`src/rtl/c8x_pkg.sv`:
```
// shared types, codes and constants of the chip8 register execute block
package c8x_pkg;

   localparam int ADDR_W              = 12;
   localparam int DATA_W              = 8;
   localparam int REG_COUNT           = 16;
   localparam int REG_W               = 4;
   localparam int KIND_W              = 5;
   localparam int STACK_DEPTH_DEFAULT = 16;

   localparam logic [ADDR_W-1:0] PC_RESET = 12'h200;
   localparam logic [REG_W-1:0]  FLAG_REG = 4'hF;

   typedef enum logic [KIND_W-1:0] {
      KIND_JUMP        = 5'd0,
      KIND_SKIP_EQ_IMM = 5'd1,
      KIND_SKIP_NE_IMM = 5'd2,
      KIND_SKIP_EQ_REG = 5'd3,
      KIND_SKIP_NE_REG = 5'd4,
      KIND_CALL        = 5'd5,
      KIND_RETURN      = 5'd6,
      KIND_LOAD        = 5'd7,
      KIND_INDEX       = 5'd8,
      KIND_COPY        = 5'd9,
      KIND_ADD_CARRY   = 5'd10,
      KIND_ADD_IMM     = 5'd11,
      KIND_SUB_XY      = 5'd12,
      KIND_SUB_YX      = 5'd13,
      KIND_SHR         = 5'd14,
      KIND_SHL         = 5'd15,
      KIND_RAND        = 5'd16
   } kind_type;

   typedef struct packed {
      logic [DATA_W-1:0] result;
      logic [DATA_W-1:0] flag;
      logic              wr_x;
      logic              wr_f;
      logic              flag_wins;
   } alu_out_type;

endpackage

```
`src/rtl/c8x_ram.sv`:
```
// generic single write, single read ram with registered read data
module c8x_ram #(
   parameter int WIDTH = 8,
   parameter int DEPTH = 16
) (
   input  logic                     clock,
   input  logic                     wr_en,
   input  logic [$clog2(DEPTH)-1:0] wr_addr,
   input  logic [WIDTH-1:0]         wr_data,
   input  logic [$clog2(DEPTH)-1:0] rd_addr,
   output logic [WIDTH-1:0]         rd_data
);

   logic [WIDTH-1:0] mem_ff [DEPTH];
   logic [WIDTH-1:0] rd_data_ff;

   always_ff @(posedge clock) begin
      if (wr_en) begin
         mem_ff[wr_addr] <= wr_data;
      end
      rd_data_ff <= mem_ff[rd_addr];
   end

   assign rd_data = rd_data_ff;

endmodule

```
`src/rtl/c8x_alu.sv`:
```
// data register alu: result, flag and write enables for one instruction
module c8x_alu import c8x_pkg::*; (
   input  kind_type          kind,
   input  logic [DATA_W-1:0] vx,
   input  logic [DATA_W-1:0] vy,
   input  logic [DATA_W-1:0] imm,
   input  logic [DATA_W-1:0] rnd,
   output alu_out_type       alu_out
);

   logic [DATA_W:0] sum;

   assign sum = {1'b0, vx} + {1'b0, vy};

   always_comb begin
      alu_out = '0;
      case (kind)
         KIND_LOAD: begin
            alu_out.result = imm;
            alu_out.wr_x   = 1'b1;
         end
         KIND_COPY: begin
            alu_out.result = vy;
            alu_out.wr_x   = 1'b1;
         end
         KIND_ADD_CARRY: begin
            alu_out.result = sum[DATA_W-1:0];
            alu_out.flag   = DATA_W'(sum[DATA_W]);
            alu_out.wr_x   = 1'b1;
            alu_out.wr_f   = 1'b1;
         end
         KIND_ADD_IMM: begin
            alu_out.result = vx + imm;
            alu_out.wr_x   = 1'b1;
         end
         KIND_SUB_XY: begin
            alu_out.result = vx - vy;
            alu_out.flag   = DATA_W'(vx >= vy);
            alu_out.wr_x   = 1'b1;
            alu_out.wr_f   = 1'b1;
         end
         KIND_SUB_YX: begin
            alu_out.result = vy - vx;
            alu_out.flag   = DATA_W'(vy >= vx);
            alu_out.wr_x   = 1'b1;
            alu_out.wr_f   = 1'b1;
         end
         KIND_SHR: begin
            alu_out.result    = {1'b0, vy[DATA_W-1:1]};
            alu_out.flag      = DATA_W'(vy[0]);
            alu_out.wr_x      = 1'b1;
            alu_out.wr_f      = 1'b1;
            alu_out.flag_wins = 1'b1;
         end
         KIND_SHL: begin
            alu_out.result    = {vy[DATA_W-2:0], 1'b0};
            alu_out.flag      = DATA_W'(vy[DATA_W-1]);
            alu_out.wr_x      = 1'b1;
            alu_out.wr_f      = 1'b1;
            alu_out.flag_wins = 1'b1;
         end
         KIND_RAND: begin
            alu_out.result = rnd & imm;
            alu_out.wr_x   = 1'b1;
         end
         default: begin
            alu_out = '0;
         end
      endcase
   end

endmodule

```
`src/rtl/chip8_register_execute.sv`:
```
// chip8 register execute: top level with register file, pc, index and call stack
// an accepted item is held in the input register and its result is registered in the result register
// one item per cycle while rsp_stall does not hold the result; register file and stack reads are registered
// at input-register load, with write bypass from the item executing at that edge
// reset sets pc to 0x200 and clears index, stack pointer, vf, the data register valid bits and the handshakes
module chip8_register_execute import c8x_pkg::*; #(
   parameter int STACK_DEPTH = STACK_DEPTH_DEFAULT
) (
   input  logic              clock,
   input  logic              reset,
   input  logic              req_valid,
   output logic              req_stall,
   input  logic [KIND_W-1:0] req_kind,
   input  logic [REG_W-1:0]  req_reg_x,
   input  logic [REG_W-1:0]  req_reg_y,
   input  logic [DATA_W-1:0] req_imm_byte,
   input  logic [ADDR_W-1:0] req_imm_address,
   input  logic [DATA_W-1:0] req_jump_offset,
   input  logic [DATA_W-1:0] req_random_byte,
   output logic              rsp_valid,
   input  logic              rsp_stall,
   output logic [ADDR_W-1:0] rsp_next_pc,
   output logic [ADDR_W-1:0] rsp_index_value,
   output logic [DATA_W-1:0] rsp_dest_value,
   output logic [DATA_W-1:0] rsp_flag_value,
   output logic              rsp_stack_fault
);

   localparam int SP_W = $clog2(STACK_DEPTH + 1);
   localparam int SA_W = $clog2(STACK_DEPTH);

   // input register
   logic              in_valid_ff;
   kind_type          in_kind_ff;
   logic [REG_W-1:0]  in_x_ff;
   logic [REG_W-1:0]  in_y_ff;
   logic [DATA_W-1:0] in_imm_ff;
   logic [ADDR_W-1:0] in_addr_ff;
   logic [DATA_W-1:0] in_offs_ff;
   logic [DATA_W-1:0] in_rnd_ff;

   // architectural state
   logic [ADDR_W-1:0] pc_ff, pc_in;
   logic [ADDR_W-1:0] index_ff, index_in;
   logic [SP_W-1:0]   sp_ff, sp_in;
   logic [DATA_W-1:0] vf_ff, vf_in;
   logic [REG_COUNT-1:0] vld_ff;

   // read bypass for the two register file ports and the stack, valid capture for the two register file ports
   logic              rx_hit_ff, ry_hit_ff, stk_hit_ff;
   logic [DATA_W-1:0] rx_hit_data_ff, ry_hit_data_ff;
   logic [ADDR_W-1:0] stk_hit_data_ff;
   logic              rx_vld_ff, ry_vld_ff;

   // result register
   logic              rsp_valid_ff;
   logic [ADDR_W-1:0] rsp_pc_ff;
   logic [ADDR_W-1:0] rsp_index_ff;
   logic [DATA_W-1:0] rsp_dest_ff;
   logic [DATA_W-1:0] rsp_flag_ff;
   logic              rsp_fault_ff;

   logic              advance;
   logic              exec;
   logic [REG_W-1:0]  rx_addr, ry_addr;
   logic [DATA_W-1:0] rx_q, ry_q;
   logic [DATA_W-1:0] vx_port, vy_port, vx, vy;
   logic [ADDR_W-1:0] stk_q, stk_top;
   logic [SP_W-1:0]   sp_dec;
   logic [SA_W-1:0]   stk_rd_addr;
   logic              push, pop, fault;
   logic [ADDR_W-1:0] pc_next, pc_plus2, pc_plus4;
   logic              dram_we;
   logic [DATA_W-1:0] dest_next;
   alu_out_type       alu_out;

   assign advance   = ~rsp_valid_ff | ~rsp_stall;
   assign exec      = in_valid_ff & advance;
   assign req_stall = in_valid_ff & ~advance;

   // read the operands of the item that sits in the input register after this edge
   assign rx_addr = req_stall ? in_x_ff : req_reg_x;
   assign ry_addr = req_stall ? in_y_ff : req_reg_y;

   c8x_ram #(.WIDTH(DATA_W), .DEPTH(REG_COUNT)) u_ram_x (
      .clock   (clock),
      .wr_en   (dram_we),
      .wr_addr (in_x_ff),
      .wr_data (alu_out.result),
      .rd_addr (rx_addr),
      .rd_data (rx_q)
   );

   c8x_ram #(.WIDTH(DATA_W), .DEPTH(REG_COUNT)) u_ram_y (
      .clock   (clock),
      .wr_en   (dram_we),
      .wr_addr (in_x_ff),
      .wr_data (alu_out.result),
      .rd_addr (ry_addr),
      .rd_data (ry_q)
   );

   assign vx_port = rx_hit_ff ? rx_hit_data_ff : (rx_vld_ff ? rx_q : '0);
   assign vy_port = ry_hit_ff ? ry_hit_data_ff : (ry_vld_ff ? ry_q : '0);
   // vf lives in its own register, outside the ram
   assign vx = (in_x_ff == FLAG_REG) ? vf_ff : vx_port;
   assign vy = (in_y_ff == FLAG_REG) ? vf_ff : vy_port;

   c8x_alu u_alu (
      .kind    (in_kind_ff),
      .vx      (vx),
      .vy      (vy),
      .imm     (in_imm_ff),
      .rnd     (in_rnd_ff),
      .alu_out (alu_out)
   );

   // stack ram always reads the entry below the next stack pointer
   assign sp_dec      = sp_in - SP_W'(1);
   assign stk_rd_addr = sp_dec[SA_W-1:0];
   assign stk_top     = stk_hit_ff ? stk_hit_data_ff : stk_q;

   c8x_ram #(.WIDTH(ADDR_W), .DEPTH(STACK_DEPTH)) u_ram_stack (
      .clock   (clock),
      .wr_en   (exec & push),
      .wr_addr (sp_ff[SA_W-1:0]),
      .wr_data (pc_plus2),
      .rd_addr (stk_rd_addr),
      .rd_data (stk_q)
   );

   assign pc_plus2 = pc_ff + ADDR_W'(2);
   assign pc_plus4 = pc_ff + ADDR_W'(4);

   always_comb begin
      pc_next  = pc_plus2;
      index_in = index_ff;
      push     = 1'b0;
      pop      = 1'b0;
      fault    = 1'b0;
      case (in_kind_ff)
         KIND_JUMP: begin
            pc_next = in_addr_ff + ADDR_W'(in_offs_ff);
         end
         KIND_SKIP_EQ_IMM: begin
            if (vx == in_imm_ff) pc_next = pc_plus4;
         end
         KIND_SKIP_NE_IMM: begin
            if (vx != in_imm_ff) pc_next = pc_plus4;
         end
         KIND_SKIP_EQ_REG: begin
            if (vx == vy) pc_next = pc_plus4;
         end
         KIND_SKIP_NE_REG: begin
            if (vx != vy) pc_next = pc_plus4;
         end
         KIND_CALL: begin
            if (sp_ff >= SP_W'(STACK_DEPTH)) begin
               fault   = 1'b1;
               pc_next = pc_ff;
            end else begin
               push    = 1'b1;
               pc_next = in_addr_ff;
            end
         end
         KIND_RETURN: begin
            if (sp_ff == '0) begin
               fault   = 1'b1;
               pc_next = pc_ff;
            end else begin
               pop     = 1'b1;
               pc_next = stk_top;
            end
         end
         KIND_INDEX: begin
            index_in = in_addr_ff;
         end
         default: begin
            pc_next = pc_plus2;
         end
      endcase
   end

   always_comb begin
      if (exec & push) begin
         sp_in = sp_ff + SP_W'(1);
      end else if (exec & pop) begin
         sp_in = sp_ff - SP_W'(1);
      end else begin
         sp_in = sp_ff;
      end
   end

   assign pc_in   = exec ? pc_next : pc_ff;
   assign dram_we = exec & alu_out.wr_x & (in_x_ff != FLAG_REG);

   // add and subtract into vf keep the result, shifts keep the flag
   always_comb begin
      if (alu_out.wr_f && (alu_out.flag_wins || in_x_ff != FLAG_REG)) begin
         vf_in = alu_out.flag;
      end else if (alu_out.wr_x && in_x_ff == FLAG_REG) begin
         vf_in = alu_out.result;
      end else begin
         vf_in = vf_ff;
      end
   end

   assign dest_next = (in_x_ff == FLAG_REG) ? vf_in : (alu_out.wr_x ? alu_out.result : vx);

   always_ff @(posedge clock) begin
      if (reset) begin
         in_valid_ff  <= 1'b0;
         rsp_valid_ff <= 1'b0;
         pc_ff        <= PC_RESET;
         index_ff     <= '0;
         sp_ff        <= '0;
         vf_ff        <= '0;
         vld_ff       <= '0;
         rx_hit_ff    <= 1'b0;
         ry_hit_ff    <= 1'b0;
         stk_hit_ff   <= 1'b0;
         rx_vld_ff    <= 1'b0;
         ry_vld_ff    <= 1'b0;
      end else begin
         if (!req_stall) begin
            in_valid_ff <= req_valid;
         end
         if (advance) begin
            rsp_valid_ff <= in_valid_ff;
         end
         pc_ff      <= pc_in;
         sp_ff      <= sp_in;
         stk_hit_ff <= exec & push;
         rx_hit_ff  <= dram_we && (in_x_ff == rx_addr);
         ry_hit_ff  <= dram_we && (in_x_ff == ry_addr);
         rx_vld_ff  <= vld_ff[rx_addr];
         ry_vld_ff  <= vld_ff[ry_addr];
         if (exec) begin
            index_ff <= index_in;
            vf_ff    <= vf_in;
         end
         if (dram_we) begin
            vld_ff[in_x_ff] <= 1'b1;
         end
      end
   end

   always_ff @(posedge clock) begin
      if (!req_stall) begin
         in_kind_ff <= kind_type'(req_kind);
         in_x_ff    <= req_reg_x;
         in_y_ff    <= req_reg_y;
         in_imm_ff  <= req_imm_byte;
         in_addr_ff <= req_imm_address;
         in_offs_ff <= req_jump_offset;
         in_rnd_ff  <= req_random_byte;
      end
      rx_hit_data_ff  <= alu_out.result;
      ry_hit_data_ff  <= alu_out.result;
      stk_hit_data_ff <= pc_plus2;
      if (exec) begin
         rsp_pc_ff    <= pc_next;
         rsp_index_ff <= index_in;
         rsp_dest_ff  <= dest_next;
         rsp_flag_ff  <= vf_in;
         rsp_fault_ff <= fault;
      end
   end

   assign rsp_valid       = rsp_valid_ff;
   assign rsp_next_pc     = rsp_pc_ff;
   assign rsp_index_value = rsp_index_ff;
   assign rsp_dest_value  = rsp_dest_ff;
   assign rsp_flag_value  = rsp_flag_ff;
   assign rsp_stack_fault = rsp_fault_ff;

endmodule
```
`config.mk`:
```
export PLATFORM = sky130hd
export DESIGN_NAME = chip8_register_execute
export DESIGN_NICKNAME = d
export VERILOG_FILES = /design/src/rtl/c8x_pkg.sv /design/src/rtl/c8x_ram.sv /design/src/rtl/c8x_alu.sv /design/src/rtl/chip8_register_execute.sv
export SDC_FILE = /design/constraint.sdc
export NUM_CORES = 1
export LEC_CHECK = 0
export BUFFER_PORTS_ARGS = -buffer_cell sky130_fd_sc_hd__buf_2
export CAP_MARGIN = 20
export CORE_MARGIN = 2
export CORE_UTILIZATION = 56
export DETAILED_ROUTE_END_ITERATION = 6
export PLACE_DENSITY = 0.76
export SETUP_SLACK_MARGIN = 0.1
export SYNTH_ARGS = -nofsm -noshare
export SYNTH_HDL_FRONTEND = slang
export SYNTH_SLANG_ARGS = --single-unit
```
`constraint.sdc`:
```
create_clock -name clock -period 4.15 [get_ports clock]
set_clock_uncertainty 0.15 [all_clocks]
set_input_delay 0.415 -clock clock [delete_from_list [all_inputs] [get_ports clock]]
set_output_delay 0.415 -clock clock [all_outputs]
set_load 0.05 [all_outputs]
```
### Yosys cells after proc, flatten, opt, wreduce, memory -nomap -nowiden

Memories as Yosys holds them, arrays and structs flattened. A register that Yosys moved wholly into a read port is not among the register bits.
Index checks and enable logic that the tools add are counted.

* flip-flop bits (word level): 170
* memory bits (writable): 448
* bits of input ports: 53
* output and inout port bits: 43
* logic and storage cells: 139
* memories: 3

* $add $sub $neg: 10
* order comparisons: 7
* equality and inequality tests: 25
* muxes and demuxes: 45
* bitwise logic cells: 12
* reductions and logical operators: 11

Memories
* u_ram_stack.mem_ff: words 16, width 12, read ports 1, clocked after Yosys merged registers in 1, wr ports 1, RTL line c8x_ram.sv:14 `logic [WIDTH-1:0] mem_ff [DEPTH];`
* u_ram_x.mem_ff: words 16, width 8, read ports 1, clocked after Yosys merged registers in 1, wr ports 1, RTL line c8x_ram.sv:14
* u_ram_y.mem_ff: words 16, width 8, read ports 1, clocked after Yosys merged registers in 1, wr ports 1, RTL line c8x_ram.sv:14

Operator list (number)
* 12-bit 2-to-1 mux: 8
* 12-bit case mux with 7 select lines: 1
* 8-bit 2-to-1 mux: 10
* 8-bit case mux with 9 select lines: 1
* 5-bit by 4-bit == test with 1-bit output, second input constant: 8
* 5-bit by 3-bit == test with 1-bit output, second input constant: 4
* 8-bit == test: 2
* 8-bit >= comparator: 2
* 1-bit 2-to-1 mux: 16
* 8-bit != test: 2
* 16-bit OR: 1
* 8-bit subtractor: 2
* 4-bit by 5-bit < comparator with 1-bit output, second input constant: 3
* 12-bit by 2-bit adder with 12-bit output, second input constant: 1
* 12-bit by 3-bit adder with 12-bit output, second input constant: 1
* 12-bit by 8-bit adder with 12-bit output: 1
* 5-bit by 2-bit == test with 1-bit output, second input constant: 2
* 5-bit zero test: 2
* 5-bit 2-to-1 mux: 2
* 8-bit by 8-bit adder with 9-bit output: 1
* 9-bit OR reduction: 1
* 8-bit adder: 1
* 8-bit bitwise AND: 1
* 1-bit binary-select mux with 4-bit select: 2
* 21 further kinds: 35

### Longest topological paths before layout

* word-level depth: 8
* depth in mapped cells: 16
* gate-level depth less buffers: 15

### Hierarchy

From an unflattened synthesis, not the netlist that was laid out.

* cell total of the unflattened synthesis: 2009
* area, all modules: 28936.5 um^2

Modules (own cells, without submodules)
* c8x_ram (u_ram_x ...): instances 2, cells an instance 229, area each 5147.4 um^2, sequential area each 4003.8 um^2
* chip8_register_execute: instances 1, cells an instance 958, area each 9075.0 um^2, sequential area each 4224.1 um^2
* c8x_ram (u_ram_stack): instances 1, cells an instance 329, area each 7599.8 um^2, sequential area each 6005.8 um^2
* c8x_alu: instances 1, cells an instance 264, area each 1966.9 um^2, sequential area each 0.0 um^2

### Worst setup path after synthesis

Ideal clock, no wire load.

* kind: flip-flop to flip-flop
* start: register in_x_ff[2]
* end: register rsp_pc_ff[8], in the netlist rsp_next_pc[8], data pin
* setup time: 0.266 ns
* data arrival time: 3.611 ns
* required time: 3.734 ns
* path slack: 0.123 ns
* stages on the path, launching flop included: 15
* buffers on the path: 3
* clock period less this slack: 4.027 ns
* path through: dfxtp_1 and4_1 clkbuf_1 clkbuf_1 a221o_1 o21a_1 ha_1 or4_1 nor4_1 buf_2 a21oi_1 o21ai_1 a21oi_1 o21a_1 or3b_1

* cells in the longest elaborated chain, start to end: 5
* elaborated cells on any way between the ends: 11
* those cells by class: eq/ne: 5; mux: 6

RTL lines
* from (decl): RTL line chip8_register_execute.sv:35 `logic [REG_W-1:0] in_x_ff;`
* from (signal assigned): RTL line chip8_register_execute.sv:251 `in_x_ff <= req_reg_x;`
* 4-bit == test (*): RTL line chip8_register_execute.sv:106 `assign vx = (in_x_ff == FLAG_REG) ? vf_ff : vx_port;`
* 8-bit 2-to-1 mux (*): RTL line chip8_register_execute.sv:106
* 8-bit != test (tied with other cells): RTL line chip8_register_execute.sv:155 `if (vx != vy) pc_next = pc_plus4;`
* 12-bit 2-to-1 mux, on equally long branches
* 12-bit case mux with 7 select lines (*): RTL line chip8_register_execute.sv:141 `case (in_kind_ff)`
* via pc_next[8]: RTL line chip8_register_execute.sv:72 `logic [ADDR_W-1:0] pc_next, pc_plus2, pc_plus4;`
* to (signal assigned): RTL line chip8_register_execute.sv:262 `rsp_pc_ff <= pc_next;`
* to (decl): RTL line chip8_register_execute.sv:57 `logic [ADDR_W-1:0] rsp_pc_ff;`

Mark *: on every way through the listed nets, which the timed path passes. The rest lies on a longest branch.
A chain may end at the register's enable or synchronous reset.

### Final worst setup path

* start: register sp_ff[0]
* end: register u_ram_stack.rd_data_ff[6], in the netlist u_ram_stack.rd_data[6], read port of u_ram_stack.mem_ff

* cells in the longest elaborated chain, start to end: 7
* elaborated cells on any way between the ends: 13
* those cells by class: add/sub: 3; order compare: 1; mux: 6; bitwise: 2; reduce/logical: 1

RTL lines
* from (decl): RTL line chip8_register_execute.sv:45 `logic [SP_W-1:0] sp_ff, sp_in;`
* from (signal assigned): RTL line chip8_register_execute.sv:232 `sp_ff <= sp_in;`
* branches (longest 5 deep; another with 5-bit >= comparator)
* 5-bit 2-to-1 mux (*): RTL line chip8_register_execute.sv:185 `if (exec & push) begin`
* 4-bit by 1-bit subtractor with 4-bit output (*): RTL line chip8_register_execute.sv:119 `assign sp_dec = sp_in - SP_W'(1);`
* to (decl): RTL line c8x_ram.sv:15 `logic [WIDTH-1:0] rd_data_ff;`

Mark *: on every way between the ends.

==> summary.md <==
| Metric | Value |
|---|---|
| Std-Cell Core Area | 43,200 µm² |
| Post-route insts no fill | 2,962 |
| Fillers | 3,205 |
| Die ar. | 45,500 µm² |
| Die span in y | 213 µm |
| Hold depth | 4 |
| DRC | 0 |
| Clk sinks | 518 |
| Critical Path RT | 4470 ps |
| Die Wd | 213 µm |
| Number of max-cap violations | 0 |
| FF/Latch Area | 14,400 µm² |
| Sequential-to-total area share from yosys stat | 58.6% |
| TritonCTS clock tree | yes |
| H-tree Lvls | 2 |
| Setup TNS | 0 ps |
| Post-synth cell types | 90 |
| Placed insts | 2,813 |
| Post-Synthesis Cells | 2,115 |
| Hold EP | in_y_ff[2]$_DFF_P_ |
| Total wire length | 73,700 µm |
| Maximum clock frequency | 0.255 GHz |
| Critical path class | flop to flop |
| Slowest stage delay, CP | 510 ps |
| Yosys warnings | 0 |
| Run status | complete, no violations |
| Effective utilization at floorplan | 56.9% |
| Gr usage total | 32.4% |
| Synthesized flop and latch total | 518 |
| HPWL after DPL | 49,100 µm |
| RePlAce Congestion | 0.955 |
| Fin. Hold Viols | 0 |
| Post-synth top flop | edfxtp_1 |
| Pin count of the biggest net entering global routing | 74 |
| Vias in the first global route | 18,200 |
| Area grow syn2layout | 17.7% |
| First-pass GRT wire length | 110,000 µm |
| RSZ-0062 raised after global routing | no |
| Number of buffers created by CTS | 52 |
| Worst IR drop on VDD | 429 µV |
| Initial antenna violation count | 2 |
| Top cell type's share of synthesized area | 49.2% |
| Power per cell area | 422 nW/µm² |
| Lkg Pwr | 10.8 nW |
| Syn_area_per_cell | 11.6 µm² |
| Final Cycle Share | 94.4% |
| Worst path arrival time | 4240 ps |
| DRT Pass-1 Iters | 7 |
| Skew-Pair Late Insertion Delay | 610 ps |
| Top-count cell post-synth | edfxtp_1 |
| Cell Rows | 76 |
| Crit. End Element | flop |
| Drt wl/cell | 24.9 µm |
| Detail Route Antenna Nets | 0 |
| Reg2Reg Setup Slack | 230 ps |
| FF-to-FF End | u_ram_stack.rd_data[6]$_DFF_P_ |
| DR vias | 19,000 |
| Post-synth EDFFs | 402 |
| Post-Syn Area | 24,500 µm² |
| Worst Tran Pin Value | 1110 ps |
| Via density | 6.43 |
| IO Port Bufs | 95 |
| Layout cells sized above 1 | 19.6% |
| Clk buf depth | 3 |
| Clock slew at reported path FFs | 60 ps |
| CP cell instances | inv_1 > ha_1 > or4b_4 > and3_4 > o21ai_4 > xnor2_4 > ha_2 > buf_12 > mux4_2 > nor2b_1 > a211oi_1 > a21oi_1 |
| ANT cells | 0 |
| GR Overflow Total | 0 |
| Top Ports | 96 |
| Hold crit path type | input port to flop |
| FFs w/ async S/R, synth | 0% |
| Root Driver | clkbuf_16 |
| HP Start | req_reg_y[2] |
| R2R depth | 12 |
| Top post-synthesis cells by area | edfxtp_1 49%, dfxtp_1 9.5%, nand2_1 5.7%, mux4_2 4.3%, ha_1 2.5% |
| Startpoint types | flop |
| Endpoints failing setup | 0 |
| Multi-input gate area | 9690 µm² |
| Slew margin rel. | 25.4% |
| Slew Limit Fails | 0 |
| Iter 0 DRT Violations | 2,442 |
| Layout Nets | 2,438 |
| Worst R2R Start | sp_ff[0]$_SDFF_PP0_ |
| Post-synth top cells | 402 x edfxtp_1, 372 x nand2_1, 127 x nor2_1 |
| CP max stage cell | or4b_4 |
| Design Power | 0.0122 W |
| Top cell type by total area after synthesis | edfxtp_1 |
| Fin crit period | 3920 ps |
| Crit-path max FO | 48 |
## flip-flops by register name, summed over array words and instances (netlist names), 12 cells and up
name / cells
u_ram_y.mem_ff: 64
rsp_index_value: 12
u_ram_stack.rd_data: 12
in_addr_ff: 12
u_ram_stack.mem_ff: 192
u_ram_x.mem_ff: 64
vld_ff: 16
pc_ff: 12
index_ff: 12
rsp_next_pc: 12
stk_hit_data_ff: 12
## worst max-delay path: cells and delay by family, from the launching register on
family                   cells  cell delay [ps]
AND/OR/NAND/NOR              3              920
AO/OA/AOI/OAI                3              720
adder cells (fa/ha/maj)      2              630
buffers and inverters        2              460
multiplexers                 1              370
flip-flops                   1              350
XOR/XNOR                     1              100
## cell usage in the layout (no fill, tap or decap), types with 9 or more instances in the layout
| master | synthesis | routed |
|---|---|---|
| a211oi_1 | 22 | 22 |
| a21oi_1 | 104 | 104 |
| a221o_1 | 12 | 12 |
| a221oi_1 | 11 | 10 |
| a22oi_1 | 19 | 19 |
| a311oi_1 | 56 | 56 |
| a31oi_1 | 32 | 32 |
| and3_1 | 50 | 50 |
| buf_2 | 10 | 96 |
| buf_4 | 1 | 140 |
| clkbuf_16 | 0 | 53 |
| clkbuf_8 | 0 | 9 |
| clkinv_2 | 0 | 14 |
| dfxtp_1 | 116 | 115 |
| dlygate4sd3_1 | 0 | 44 |
| edfxtp_1 | 402 | 402 |
| ha_1 | 49 | 47 |
| inv_1 | 46 | 44 |
| mux2_2 | 16 | 16 |
| mux2i_1 | 46 | 37 |
| mux4_2 | 47 | 47 |
| nand2_1 | 372 | 372 |
| nand2b_1 | 14 | 14 |
| nand3_1 | 95 | 94 |
| nand4_1 | 15 | 15 |
| nor2_1 | 127 | 125 |
| nor2b_1 | 19 | 17 |
| nor3_1 | 22 | 17 |
| nor3b_1 | 10 | 10 |
| o21a_1 | 25 | 23 |
| o21ai_0 | 44 | 42 |
| o21bai_1 | 10 | 10 |
| xnor2_1 | 24 | 24 |
| xor2_1 | 17 | 15 |
## per-layer routing
metal	global-route usage (%)	share of wire [%]	vias to the layer above
met2	49.6	45	1175
met3	6.49	11	182
li1	-	-	8377
met4	10.1	3.2	4
met5	0	0.029	-
met1	46.9	41	9301
## metrics by stage
stage                     util, %  hold slack [ps]  instance area, µm²  setup WS, ps
final                        66.9              132               28900           233
after CTS                    66.6              100               28700           157
after global routing         66.9              136               28900          79.1
after detailed placement     61.5              300               26500          99.5
after global placement       61.5              289               26500           150
after floorplan                 -              283               24600           123
## area by class of cell
cell class,count,area share [%]
clock buffer,69,5.11
clock inverter,29,0.992
inverter,48,0.628
multi-input combinational,1424,33.5
sequential,518,49.8
tap,585,2.53
timing repair buffer,289,7.38
## cell families after synthesis
| kind of cell | after synthesis | share of synthesized area [%] |
|---|---|---|
| buffers and inverters | 180 | 2.99 |
| AND/OR/NAND/NOR | 783 | 14.7 |
| adder cells (fa/ha/maj) | 52 | 2.74 |
| multiplexers | 109 | 6.92 |
| flip-flops | 518 | 58.6 |
| XOR/XNOR | 43 | 1.64 |
| other | 1 | 0.0153 |
| AO/OA/AOI/OAI | 429 | 12.3 |
## power by group
| part | internal (W) | switching (W) |
|---|---|---|
| Combinational | 0.000512 | 0.000983 |
| Clock | 0.00277 | 0.00205 |
| Sequential | 0.00579 | 0.000106 |
## worst max-delay path by stage
stage | startpoint | end | slack, ps | depth (start not counted)
after global routing | in_x_ff[2]$_DFF_P_ | u_ram_y.mem_ff[10][7]$_DFFE_PP_ | 80 | 15
after CTS | in_x_ff[1]$_DFF_P_ | rsp_next_pc[7]$_DFFE_PP_ | 160 | 11
after floorplan | in_x_ff[2]$_DFF_P_ | rsp_next_pc[8]$_DFFE_PP_ | 120 | 14
final | sp_ff[0]$_SDFF_PP0_ | u_ram_stack.rd_data[6]$_DFF_P_ | 230 | 12
after global placement | in_x_ff[2]$_DFF_P_ | rsp_next_pc[8]$_DFFE_PP_ | 150 | 11
after detailed placement | in_x_ff[2]$_DFF_P_ | rsp_next_pc[8]$_DFFE_PP_ | 100 | 11
## timing repair
action | in CTS | in global routing
endpoints found under the hold margin | 44 | 0
hold buffers | 44 | 0
gates resized for setup | 1 | 29
setup buffers | 0 | 6
pin swaps | 0 | 5
endpoints found under the setup margin | 1 | 71
gates cloned | 0 | 1
Power figures use the tool's default switching activity.
